### src/sv/gated_reverb_envelope_generator_macros.svh
// Assertion helpers, clocked on clock and disabled in reset.
`ifndef GATED_REVERB_ENVELOPE_GENERATOR_MACROS_SVH
`define GATED_REVERB_ENVELOPE_GENERATOR_MACROS_SVH

// Same-cycle implication.
`define GRE_ASSERT_NOW(label, ante, cons, msg) \
   label: assert property (@(posedge clock) disable iff (reset) (ante) |-> (cons)) \
      else $error(msg);

// Next-cycle implication.
`define GRE_ASSERT_NEXT(label, ante, cons, msg) \
   label: assert property (@(posedge clock) disable iff (reset) (ante) |=> (cons)) \
      else $error(msg);

`endif

### src/sv/gre_pkg.sv
package gre_pkg;

   localparam int LEVEL_W  = 23;
   localparam int GAIN_W   = 25;
   localparam int PHASE_W  = 21;
   localparam int OUT_W    = 17;
   localparam int SAMPLE_W = 24;
   localparam int PROD_W   = 49;
   localparam int ADDR_W   = 5;
   localparam int DATA_W   = 32;
   localparam int SMOOTH_SHIFT = 7;

   localparam logic [GAIN_W-1:0]  UNITY_Q24 = 25'h100_0000;
   localparam logic [PHASE_W-1:0] PHASE_MAX = 21'h1F_FFFF;
   localparam logic [16:0]        SUSTAIN_MAX = 17'd65536;

   localparam logic [2:0] REG_TRIGGER_RISE  = 3'd0;
   localparam logic [2:0] REG_TRIGGER_FALL  = 3'd1;
   localparam logic [2:0] REG_ATTACK_WEIGHT = 3'd2;
   localparam logic [2:0] REG_RELEASE_WGT   = 3'd3;
   localparam logic [2:0] REG_HOLD_LENGTH   = 3'd4;
   localparam logic [2:0] REG_DECAY_FACTOR  = 3'd5;
   localparam logic [2:0] REG_RELEASE_FACT  = 3'd6;
   localparam logic [2:0] REG_SUSTAIN_LEVEL = 3'd7;

   typedef struct packed {
      logic [22:0] trigger_rise_level;
      logic [22:0] trigger_fall_level;
      logic [15:0] attack_weight;
      logic [15:0] release_weight;
      logic [19:0] hold_length;
      logic [23:0] decay_factor;
      logic [23:0] release_factor;
      logic [16:0] sustain_level;
   } cfg_type;

   typedef struct packed {
      logic load;
      logic follow;
      logic gate;
      logic mulr;
      logic muln;
      logic emit;
   } cmd_type;

   typedef struct packed {
      logic out_free;
   } sts_type;

   typedef enum logic [5:0] {
      ST_IDLE   = 6'b000001,
      ST_FOLLOW = 6'b000010,
      ST_GATE   = 6'b000100,
      ST_MULR   = 6'b001000,
      ST_MULN   = 6'b010000,
      ST_FIN    = 6'b100000
   } state_type;

endpackage

### src/sv/gre_csr.sv
module gre_csr (
   input  logic                        clock,
   input  logic                        reset,
   input  logic                        csr_psel,
   input  logic                        csr_penable,
   input  logic                        csr_pwrite,
   input  logic [gre_pkg::ADDR_W-1:0]  csr_paddr,
   input  logic [gre_pkg::DATA_W-1:0]  csr_pwdata,
   output logic [gre_pkg::DATA_W-1:0]  csr_prdata,
   output logic                        csr_pready,
   output gre_pkg::cfg_type            cfg
);

   gre_pkg::cfg_type cfg_ff;
   gre_pkg::cfg_type cfg_in;
   logic [2:0]       index;
   logic [16:0]      sustain_raw;
   logic             wr_en;

   assign csr_pready  = 1'b1;
   assign index       = csr_paddr[4:2];
   assign sustain_raw = csr_pwdata[16:0];
   assign wr_en       = csr_psel & csr_penable & csr_pwrite;
   assign cfg         = cfg_ff;

   always_comb begin
      cfg_in = cfg_ff;
      if (wr_en) begin
         unique case (index)
            gre_pkg::REG_TRIGGER_RISE:  cfg_in.trigger_rise_level = csr_pwdata[22:0];
            gre_pkg::REG_TRIGGER_FALL:  cfg_in.trigger_fall_level = csr_pwdata[22:0];
            gre_pkg::REG_ATTACK_WEIGHT: cfg_in.attack_weight      = csr_pwdata[15:0];
            gre_pkg::REG_RELEASE_WGT:   cfg_in.release_weight     = csr_pwdata[15:0];
            gre_pkg::REG_HOLD_LENGTH:   cfg_in.hold_length        = csr_pwdata[19:0];
            gre_pkg::REG_DECAY_FACTOR:  cfg_in.decay_factor       = csr_pwdata[23:0];
            gre_pkg::REG_RELEASE_FACT:  cfg_in.release_factor     = csr_pwdata[23:0];
            gre_pkg::REG_SUSTAIN_LEVEL: cfg_in.sustain_level      =
               (sustain_raw > gre_pkg::SUSTAIN_MAX) ? gre_pkg::SUSTAIN_MAX : sustain_raw;
            default: cfg_in = cfg_ff;
         endcase
      end
   end

   always_comb begin
      unique case (index)
         gre_pkg::REG_TRIGGER_RISE:  csr_prdata = {9'd0, cfg_ff.trigger_rise_level};
         gre_pkg::REG_TRIGGER_FALL:  csr_prdata = {9'd0, cfg_ff.trigger_fall_level};
         gre_pkg::REG_ATTACK_WEIGHT: csr_prdata = {16'd0, cfg_ff.attack_weight};
         gre_pkg::REG_RELEASE_WGT:   csr_prdata = {16'd0, cfg_ff.release_weight};
         gre_pkg::REG_HOLD_LENGTH:   csr_prdata = {12'd0, cfg_ff.hold_length};
         gre_pkg::REG_DECAY_FACTOR:  csr_prdata = {8'd0, cfg_ff.decay_factor};
         gre_pkg::REG_RELEASE_FACT:  csr_prdata = {8'd0, cfg_ff.release_factor};
         gre_pkg::REG_SUSTAIN_LEVEL: csr_prdata = {15'd0, cfg_ff.sustain_level};
         default:                    csr_prdata = '0;
      endcase
   end

   always_ff @(posedge clock) begin
      if (reset) begin
         cfg_ff.trigger_rise_level <= 23'd132767;
         cfg_ff.trigger_fall_level <= 23'd74660;
         cfg_ff.attack_weight      <= 16'd21000;
         cfg_ff.release_weight     <= 16'd171;
         cfg_ff.hold_length        <= 20'd9600;
         cfg_ff.decay_factor       <= 24'd16773000;
         cfg_ff.release_factor     <= 24'd16770000;
         cfg_ff.sustain_level      <= 17'd16384;
      end else begin
         cfg_ff <= cfg_in;
      end
   end

endmodule

### src/sv/gre_ctrl.sv
`include "gated_reverb_envelope_generator_macros.svh"

module gre_ctrl (
   input  logic             clock,
   input  logic             reset,
   input  logic             req_valid,
   output logic             req_ready,
   input  gre_pkg::sts_type sts,
   output gre_pkg::cmd_type cmd
);

   gre_pkg::state_type state_ff;
   gre_pkg::state_type state_in;

   assign req_ready  = (state_ff == gre_pkg::ST_IDLE);
   assign cmd.load   = req_ready & req_valid;
   assign cmd.follow = (state_ff == gre_pkg::ST_FOLLOW);
   assign cmd.gate   = (state_ff == gre_pkg::ST_GATE);
   assign cmd.mulr   = (state_ff == gre_pkg::ST_MULR);
   assign cmd.muln   = (state_ff == gre_pkg::ST_MULN);
   assign cmd.emit   = (state_ff == gre_pkg::ST_FIN) & sts.out_free;

   always_comb begin
      unique case (state_ff)
         gre_pkg::ST_IDLE:   state_in = req_valid ? gre_pkg::ST_FOLLOW : gre_pkg::ST_IDLE;
         gre_pkg::ST_FOLLOW: state_in = gre_pkg::ST_GATE;
         gre_pkg::ST_GATE:   state_in = gre_pkg::ST_MULR;
         gre_pkg::ST_MULR:   state_in = gre_pkg::ST_MULN;
         gre_pkg::ST_MULN:   state_in = gre_pkg::ST_FIN;
         gre_pkg::ST_FIN:    state_in = sts.out_free ? gre_pkg::ST_IDLE : gre_pkg::ST_FIN;
         default:            state_in = gre_pkg::ST_IDLE;
      endcase
   end

   always_ff @(posedge clock) begin
      if (reset) begin
         state_ff <= gre_pkg::ST_IDLE;
      end else begin
         state_ff <= state_in;
      end
   end

   `GRE_ASSERT_NEXT(a_accept_starts, req_valid && req_ready, state_ff == gre_pkg::ST_FOLLOW, "accepted beat did not start work")
   `GRE_ASSERT_NEXT(a_fin_waits, state_ff == gre_pkg::ST_FIN && !sts.out_free, state_ff == gre_pkg::ST_FIN, "result dropped while output busy")
   `GRE_ASSERT_NEXT(a_emit_idle, cmd.emit, req_ready, "not ready after result handed over")

endmodule

### src/sv/gre_dp.sv
`include "gated_reverb_envelope_generator_macros.svh"

module gre_dp (
   input  logic                                clock,
   input  logic                                reset,
   input  gre_pkg::cfg_type                    cfg,
   input  gre_pkg::cmd_type                    cmd,
   output gre_pkg::sts_type                    sts,
   input  logic signed [gre_pkg::SAMPLE_W-1:0] req_sample_left,
   input  logic signed [gre_pkg::SAMPLE_W-1:0] req_sample_right,
   input  logic                                req_block_end,
   output logic                                rsp_valid,
   input  logic                                rsp_ready,
   output logic [gre_pkg::OUT_W-1:0]           rsp_envelope_gain,
   output logic                                rsp_gate_open,
   output logic                                rsp_releasing,
   output logic                                rsp_block_end_out
);

   function automatic logic [gre_pkg::LEVEL_W-1:0] magnitude(input logic [23:0] v);
      logic [23:0] m;
      m = v[23] ? (~v + 24'd1) : v;
      return m[23] ? 23'h7F_FFFF : m[22:0];
   endfunction

   // item beat registers
   logic [gre_pkg::LEVEL_W-1:0] diff_ff;
   logic                        up_ff;
   logic                        block_end_ff;
   logic [gre_pkg::PROD_W-1:0]  prod_ff;
   logic [gre_pkg::GAIN_W-1:0]  target_ff;
   logic                        decay_en_ff;

   // algorithm state
   logic [gre_pkg::LEVEL_W-1:0] follower_ff;
   logic                        gate_ff;
   logic                        rel_active_ff;
   logic [gre_pkg::PHASE_W-1:0] phase_ff;
   logic [gre_pkg::GAIN_W-1:0]  nat_ff;
   logic [gre_pkg::GAIN_W-1:0]  rel_gain_ff;
   logic [gre_pkg::GAIN_W-1:0]  smooth_ff;

   // output register
   logic                        rsp_valid_ff;
   logic [gre_pkg::OUT_W-1:0]   rsp_gain_ff;
   logic                        rsp_gate_ff;
   logic                        rsp_rel_ff;
   logic                        rsp_end_ff;

   logic [gre_pkg::LEVEL_W-1:0] mag_l, mag_r, mag;
   logic [gre_pkg::LEVEL_W-1:0] diff_in;
   logic [gre_pkg::GAIN_W-1:0]  mul_a;
   logic [23:0]                 mul_b;
   logic [gre_pkg::LEVEL_W-1:0] step;
   logic [gre_pkg::LEVEL_W-1:0] follower_new;
   logic [gre_pkg::LEVEL_W-1:0] threshold;
   logic                        now_above;
   logic                        rise_edge, fall_edge;
   logic                        past_hold;
   logic [gre_pkg::GAIN_W-1:0]  nat_now;
   logic [gre_pkg::GAIN_W-1:0]  sustain_q24;
   logic [gre_pkg::GAIN_W-1:0]  target_in;
   logic [gre_pkg::GAIN_W-1:0]  smooth_delta;
   logic [gre_pkg::GAIN_W-1:0]  smooth_in;

   assign mag_l   = magnitude(req_sample_left);
   assign mag_r   = magnitude(req_sample_right);
   assign mag     = (mag_l > mag_r) ? mag_l : mag_r;
   assign diff_in = (mag > follower_ff) ? (mag - follower_ff) : (follower_ff - mag);

   always_comb begin
      if (cmd.follow) begin
         mul_a = {2'd0, diff_ff};
         mul_b = {8'd0, up_ff ? cfg.attack_weight : cfg.release_weight};
      end else if (cmd.mulr) begin
         mul_a = rel_gain_ff;
         mul_b = cfg.release_factor;
      end else begin
         mul_a = nat_ff;
         mul_b = cfg.decay_factor;
      end
   end

   assign step         = prod_ff[38:16];
   assign follower_new = up_ff ? (follower_ff + step) : (follower_ff - step);
   assign threshold    = gate_ff ? cfg.trigger_fall_level : cfg.trigger_rise_level;
   assign now_above    = follower_new > threshold;
   assign rise_edge    = now_above & ~gate_ff;
   assign fall_edge    = ~now_above & gate_ff;
   assign past_hold    = phase_ff >= {1'b0, cfg.hold_length};
   assign nat_now      = past_hold ? nat_ff : gre_pkg::UNITY_Q24;
   assign sustain_q24  = {cfg.sustain_level, 8'd0};

   always_comb begin
      if (rel_active_ff) begin
         target_in = rel_gain_ff;
      end else if (!past_hold) begin
         target_in = gre_pkg::UNITY_Q24;
      end else if (gate_ff && (nat_ff < sustain_q24)) begin
         target_in = sustain_q24;
      end else begin
         target_in = nat_ff;
      end
   end

   always_comb begin
      if (target_ff >= smooth_ff) begin
         smooth_delta = (target_ff - smooth_ff) >> gre_pkg::SMOOTH_SHIFT;
         smooth_in    = smooth_ff + smooth_delta;
      end else begin
         smooth_delta = (smooth_ff - target_ff) >> gre_pkg::SMOOTH_SHIFT;
         smooth_in    = smooth_ff - smooth_delta;
      end
   end

   always_ff @(posedge clock) begin
      if (cmd.load) begin
         diff_ff      <= diff_in;
         up_ff        <= mag > follower_ff;
         block_end_ff <= req_block_end;
      end
      if (cmd.follow | cmd.mulr | cmd.muln) begin
         prod_ff <= mul_a * mul_b;
      end
      if (cmd.mulr) begin
         target_ff   <= target_in;
         decay_en_ff <= past_hold;
      end
      if (cmd.emit) begin
         rsp_gain_ff <= smooth_ff[24:8];
         rsp_gate_ff <= gate_ff;
         rsp_rel_ff  <= rel_active_ff;
         rsp_end_ff  <= block_end_ff;
      end
   end

   always_ff @(posedge clock) begin
      if (reset) begin
         follower_ff   <= '0;
         gate_ff       <= 1'b0;
         rel_active_ff <= 1'b0;
         phase_ff      <= '0;
         nat_ff        <= gre_pkg::UNITY_Q24;
         rel_gain_ff   <= '0;
         smooth_ff     <= '0;
         rsp_valid_ff  <= 1'b0;
      end else begin
         if (cmd.gate) begin
            follower_ff <= follower_new;
            gate_ff     <= now_above;
            if (rise_edge) begin
               phase_ff      <= '0;
               nat_ff        <= gre_pkg::UNITY_Q24;
               rel_active_ff <= 1'b0;
            end else if (fall_edge && (nat_now < sustain_q24)) begin
               rel_active_ff <= 1'b1;
               rel_gain_ff   <= smooth_ff;
            end
         end
         if (cmd.mulr && (phase_ff != gre_pkg::PHASE_MAX)) begin
            phase_ff <= phase_ff + 21'd1;
         end
         if (cmd.muln) begin
            if (rel_active_ff) begin
               rel_gain_ff <= prod_ff[48:24];
            end
            smooth_ff <= smooth_in;
         end
         if (cmd.emit && decay_en_ff) begin
            nat_ff <= prod_ff[48:24];
         end
         if (cmd.emit) begin
            rsp_valid_ff <= 1'b1;
         end else if (rsp_ready) begin
            rsp_valid_ff <= 1'b0;
         end
      end
   end

   assign sts.out_free      = ~rsp_valid_ff | rsp_ready;
   assign rsp_valid         = rsp_valid_ff;
   assign rsp_envelope_gain = rsp_gain_ff;
   assign rsp_gate_open     = rsp_gate_ff;
   assign rsp_releasing     = rsp_rel_ff;
   assign rsp_block_end_out = rsp_end_ff;

   `GRE_ASSERT_NOW(a_smooth_bound, 1'b1, smooth_ff <= gre_pkg::UNITY_Q24, "smoothed gain above unity")
   `GRE_ASSERT_NOW(a_release_bound, 1'b1, rel_gain_ff <= gre_pkg::UNITY_Q24, "release gain above unity")
   `GRE_ASSERT_NEXT(a_emit_valid, cmd.emit, rsp_valid_ff, "emitted result not presented")

endmodule

### src/sv/gated_reverb_envelope_generator.sv
// Channel   Direction  Handshake                  Payload
// req       in         req_valid / req_ready      sample_left, sample_right, block_end
// rsp       out        rsp_valid / rsp_ready      envelope_gain, gate_open, releasing,
//                                                 block_end_out
// csr       in         psel/penable/pwrite/pready 8 registers at 4*index, 32-bit data
//
// Each beat passes the follow, gate, release, decay and finish states in turn; one
// shared 25x24 multiplier is used three times in series (follower, release, decay).
// The result is loaded into the output register in the finish state.
// A result waiting on rsp_ready holds the last step; the next beat is taken once
// the result register has been loaded.
// Reset is synchronous and returns registers and envelope state to defaults.
module gated_reverb_envelope_generator (
   input  logic                                clock,
   input  logic                                reset,
   input  logic                                req_valid,
   output logic                                req_ready,
   input  logic signed [gre_pkg::SAMPLE_W-1:0] req_sample_left,
   input  logic signed [gre_pkg::SAMPLE_W-1:0] req_sample_right,
   input  logic                                req_block_end,
   output logic                                rsp_valid,
   input  logic                                rsp_ready,
   output logic [gre_pkg::OUT_W-1:0]           rsp_envelope_gain,
   output logic                                rsp_gate_open,
   output logic                                rsp_releasing,
   output logic                                rsp_block_end_out,
   input  logic                                csr_psel,
   input  logic                                csr_penable,
   input  logic                                csr_pwrite,
   input  logic [gre_pkg::ADDR_W-1:0]          csr_paddr,
   input  logic [gre_pkg::DATA_W-1:0]          csr_pwdata,
   output logic [gre_pkg::DATA_W-1:0]          csr_prdata,
   output logic                                csr_pready
);

   gre_pkg::cfg_type cfg;
   gre_pkg::cmd_type cmd;
   gre_pkg::sts_type sts;

   gre_csr u_csr (
      .clock       (clock),
      .reset       (reset),
      .csr_psel    (csr_psel),
      .csr_penable (csr_penable),
      .csr_pwrite  (csr_pwrite),
      .csr_paddr   (csr_paddr),
      .csr_pwdata  (csr_pwdata),
      .csr_prdata  (csr_prdata),
      .csr_pready  (csr_pready),
      .cfg         (cfg)
   );

   gre_ctrl u_ctrl (
      .clock     (clock),
      .reset     (reset),
      .req_valid (req_valid),
      .req_ready (req_ready),
      .sts       (sts),
      .cmd       (cmd)
   );

   gre_dp u_dp (
      .clock             (clock),
      .reset             (reset),
      .cfg               (cfg),
      .cmd               (cmd),
      .sts               (sts),
      .req_sample_left   (req_sample_left),
      .req_sample_right  (req_sample_right),
      .req_block_end     (req_block_end),
      .rsp_valid         (rsp_valid),
      .rsp_ready         (rsp_ready),
      .rsp_envelope_gain (rsp_envelope_gain),
      .rsp_gate_open     (rsp_gate_open),
      .rsp_releasing     (rsp_releasing),
      .rsp_block_end_out (rsp_block_end_out)
   );

endmodule

### config.mk
export PLATFORM = sky130hd
export DESIGN_NAME = gated_reverb_envelope_generator
export DESIGN_NICKNAME = d
export VERILOG_FILES = /design/src/sv/gre_pkg.sv /design/src/sv/gre_csr.sv /design/src/sv/gre_ctrl.sv /design/src/sv/gre_dp.sv /design/src/sv/gated_reverb_envelope_generator.sv
export VERILOG_INCLUDE_DIRS = /design/src /design/src/sv
export SDC_FILE = /design/constraint.sdc
export NUM_CORES = 2
export LEC_CHECK = 0
export ABC_AREA = 1
export BUFFER_PORTS_ARGS = -buffer_cell sky130_fd_sc_hd__buf_2
export CORE_MARGIN = 5
export CORE_UTILIZATION = 40
export CTS_CLUSTER_SIZE = 30
export DETAILED_ROUTE_END_ITERATION = 7
export GPL_ROUTABILITY_DRIVEN = 1
export SETUP_SLACK_MARGIN = 0.4
export SYNTH_ARGS = -nofsm -noshare
export SYNTH_HDL_FRONTEND = slang
export SYNTH_HIERARCHICAL = 1
export SYNTH_SLANG_ARGS = --single-unit
### constraint.sdc
create_clock -name clock -period 22.9 [get_ports clock]
set_input_delay 4.58 -clock clock [delete_from_list [all_inputs] [get_ports clock]]
set_output_delay 4.58 -clock clock [all_outputs]
set_load 0.02 [all_outputs]
==> summary.md <==
| Metric | Value |
|---|---|
| Mux cell area share after synthesis | 0.729% |
| IR drop worst, VDD | 47.7 uV |
| Relative slew slack | 16.1% |
| CTS H-tree lvls | 2 |
| Synth unique cells | 70 |
| Post-synth top cells | nand2_1 (1,490), inv_1 (1,201), nor2_1 (866), fa_1 (507), ha_1 (414) |
| Post-CTS Setup Bufs | 0 |
| Largest stage delay on the critical path | 0.87 ns |
| Site row count | 129 |
| Max-cap violations | 0 |
| ANT nets after route | 0 |
| Crit end category | primary output |
| Cell Pwr Density | 48.4 nW/um^2 |
| Nets | 7,914 |
| Dpl cells | 8,488 |
| Cts bufs inserted | 47 |
| Initial antenna violation count | 6 |
| Routed WL | 177,000 um |
| Yosys warns | 6 |
| Int Power | 1.53 mW |
| Top-area cell type share of the netlist area | 20.5% |
| Worst Path Required | 18.32 ns |
| Tcrit/Tclk final | 49.3% |
| First-pass GRT wire length | 268,000 um |
| Post-Synthesis Cells | 6,928 |
| Maximum number of pins on one net before global-route repair | 111 |
| Root Buffer | clkbuf_16 |
| Post-synthesis adder-cell area fraction | 31.0% |
| Syn_area_per_cell | 7.14 um^2 |
| Post-synth ARST share | 0% |
| Setup Viol. Count Final | 0 |
| Maximum clock rate | 0.0886 GHz |
| Register area share after synthesis | 18.1% |
| Clock power share | 29.7% |
| Layout area overhead | 7.50% |
| Crit-path cells | buf_2 -> inv_1 -> nand3_1 -> inv_1 -> a21oi_1 -> nand3_1 -> buf_2 |
| Port bufs | 128 |
| Drt first pass iters | 6 |
| Placed Instance Area | 51,600 um^2 |
| Setup Skew | 0.0394 ns |
| Setup TNS | 0 ns |
| Die width | 362 um |
| R2r worst-path depth | 37 |
| Hold slack | 0.433 ns |
| FILL cells | 12,900 |
| CP max-delay cell | inv_1 |
| GRT Resource Usage Total | 26.4% |
| Hold Crit Class | flop to flop |
| DRC errors left | 0 |
| Vias/cell | 5.31 |
| Worst setup slack after placement | 11.10 ns |
| Number of synthesized flops with an enable pin | 104 |
| Clk_lat worst skew | 0.62 ns |
| Post-route insts no fill | 8,573 |
| Max-slew violations | 0 |
| Final-report hold violation count | 0 |
| Crit path max fanout | 21 |
| Unrepaired setup endpoints after global routing | no |
| Status | finished clean |
| Psw | 1.05 mW |
| Post-Synth XOR/XNOR Area | 3.24% |
| Largest family of logic cells by synthesized area | adder cells |
| Classification of the worst setup path | input port to primary output |
| Slew @ Worst Pin | 1.26 ns |
| Vias in the first global route | 44,600 |
| Comb power frac | 40.2% |
| Worst hold path depth | 0 |
| DR iter-0 viols | 4,181 |
| Minimum clock period | 11.29 ns |
| Routed wire length per instance | 20.6 um |
| TritonCTS Sinks | 395 |
| PostCTS Resize Cnt | 0 |
| Cell taking the most area after synthesis | fa_1 |
| Top cells by area, synth | fa_1 (21%), dfxtp_1 (12%), nand2_1 (11%) |
| Complex-gate fraction of the synthesized area | 11.5% |
| Synth Cell Area | 49,500 um^2 |
| Top Ports | 148 |
| Layout cells sized above 1 | 6.59% |
| Main synth FF type | dfxtp_1 |
| Gp weighted congestion | 0.981 |
| Sw Share | 40.7% |
| Max Root-Sink Buffers | 3 |
| TritonCTS clock tree | built |
| Worst setup SP type | input port |
| Die ar. | 131,000 um^2 |
| Final setup margin | 11.61 ns |
| Routed vias | 45,500 |
| Yosys reg bits | 395 |
| Global route overflow | 0 |
| Static leakage | 26.5 nW |
| Initial Util | 40.1% |
| Cts hold-fix bufs | 0 |
| Core area | 123,000 um^2 |
| Clock slew at reported path FFs | 0.06 ns |
| HPWL Detailed | 140,000 um |
| Die Height | 362 um |
| Post-Synth Simple-Gate Area | 23.4% |
| Sequential power share | 30.1% |
| Most frequent cell after synthesis | nand2_1 |
| Post-route cell area | 53,200 um^2 |
| Worst path arrival time | 6.71 ns |
==> power by group through the flow <==
| stage | clock (mW) | sequential, mW | combinational, mW |
|---|---|---|---|
| 2_1_floorplan | 0 | 0.782 | 0.689 |
| 3_3_place_gp | 0 | 0.788 | 1.02 |
| 3_5_place_dp | 0 | 0.789 | 1.02 |
| 4_1_cts | 0.780 | 0.773 | 1.03 |
| 5_1_grt | 0.804 | 0.775 | 1.14 |
| 6_report | 0.765 | 0.774 | 1.03 |
==> final cells by class <==
class | instances | area (um^2) | share of cell area (%)
Clock buffer | 59 | 1300 | 2.45
Multi-Input combinational cell | 4997 | 34700 | 65.2
Clock inverter | 25 | 269 | 0.506
Timing Repair Buffer | 200 | 1180 | 2.23
Antenna cell | 1 | 2.50 | 0.00471
Sequential cell | 395 | 8950 | 16.8
Inverter | 1259 | 4730 | 8.90
Tap cell | 1637 | 2050 | 3.85
==> cell usage in the layout (no fill, tap or decap), types with 22 or more instances in the layout <==
cell,n
nor3_1,51
o21ai_1,39
xor2_1,129
clkbuf_16,48
nand4_1,47
mux2i_1,36
buf_4,73
a21oi_1,407
o21a_1,22
dfxtp_1,291
nor2_2,24
xnor2_1,52
o21ai_0,390
inv_2,41
ha_1,414
inv_1,1199
buf_2,127
o211ai_1,36
nand3_1,226
fa_1,507
nand2_1,1490
nor2_1,864
edfxtp_1,104
==> worst max-delay path, delay by kind of cell <==
kind	cells	cell delay, ns
buffers and inverters	4	1.32
and+or+nand+nor	2	0.51
AOI/OAI and AO/OA	1	0.28
==> sequential cells by signal, summed over array words and instances, names as in the netlist, 6 cells and up <==
register,flops
u_dp/rsp_envelope_gain,17
u_dp/follower_ff,23
u_dp/target_ff,25
u_dp/smooth_ff,25
u_dp/phase_ff,21
u_csr/cfg,163
u_dp/rel_gain_ff,25
u_dp/nat_ff,25
u_dp/prod_ff,33
u_dp/diff_ff,23
u_ctrl/state_ff,6
==> cells by family after synthesis <==
kind of cell,after synthesis
other,2
muxes,36
DFF,395
buffers and inverters,1543
and+or+nand+nor,2821
xor gates and xnor gates,182
AOI/OAI and AO/OA,1028
adders and majority gates,921
==> stage by stage <==
step	util, %	power, mW
after floorplan	-	1.47
after global placement	41.8	1.81
final	43.1	2.57
after CTS	43.1	2.58
after global routing	43.1	2.72
after detailed placement	41.8	1.81
==> layer usage <==
| metal | track usage (%) | part of all wire (%) | wire [um] | up-vias |
|---|---|---|---|---|
| li1 | - | - | - | 21500 |
| met5 | 0 | 0.0073 | 13 | - |
| met1 | 36.4 | 43 | 76100 | 21900 |
| met4 | 8.12 | 3.5 | 6140 | 2 |
| met2 | 43.5 | 46 | 81200 | 1799 |
| met3 | 3.33 | 7.6 | 13500 | 300 |
==> worst paths after layout <==
check                startpoint                      to  slack (ns)
max                csr_paddr[2]           csr_prdata[3]       11.61
min           u_dp/block_end_ff  u_dp/rsp_block_end_out        0.43
min reg2reg   u_dp/block_end_ff  u_dp/rsp_block_end_out        0.43
max reg2reg  u_ctrl/state_ff[4]        u_dp/prod_ff[45]       12.76
Note: power is estimated with default switching activity, not from simulation.
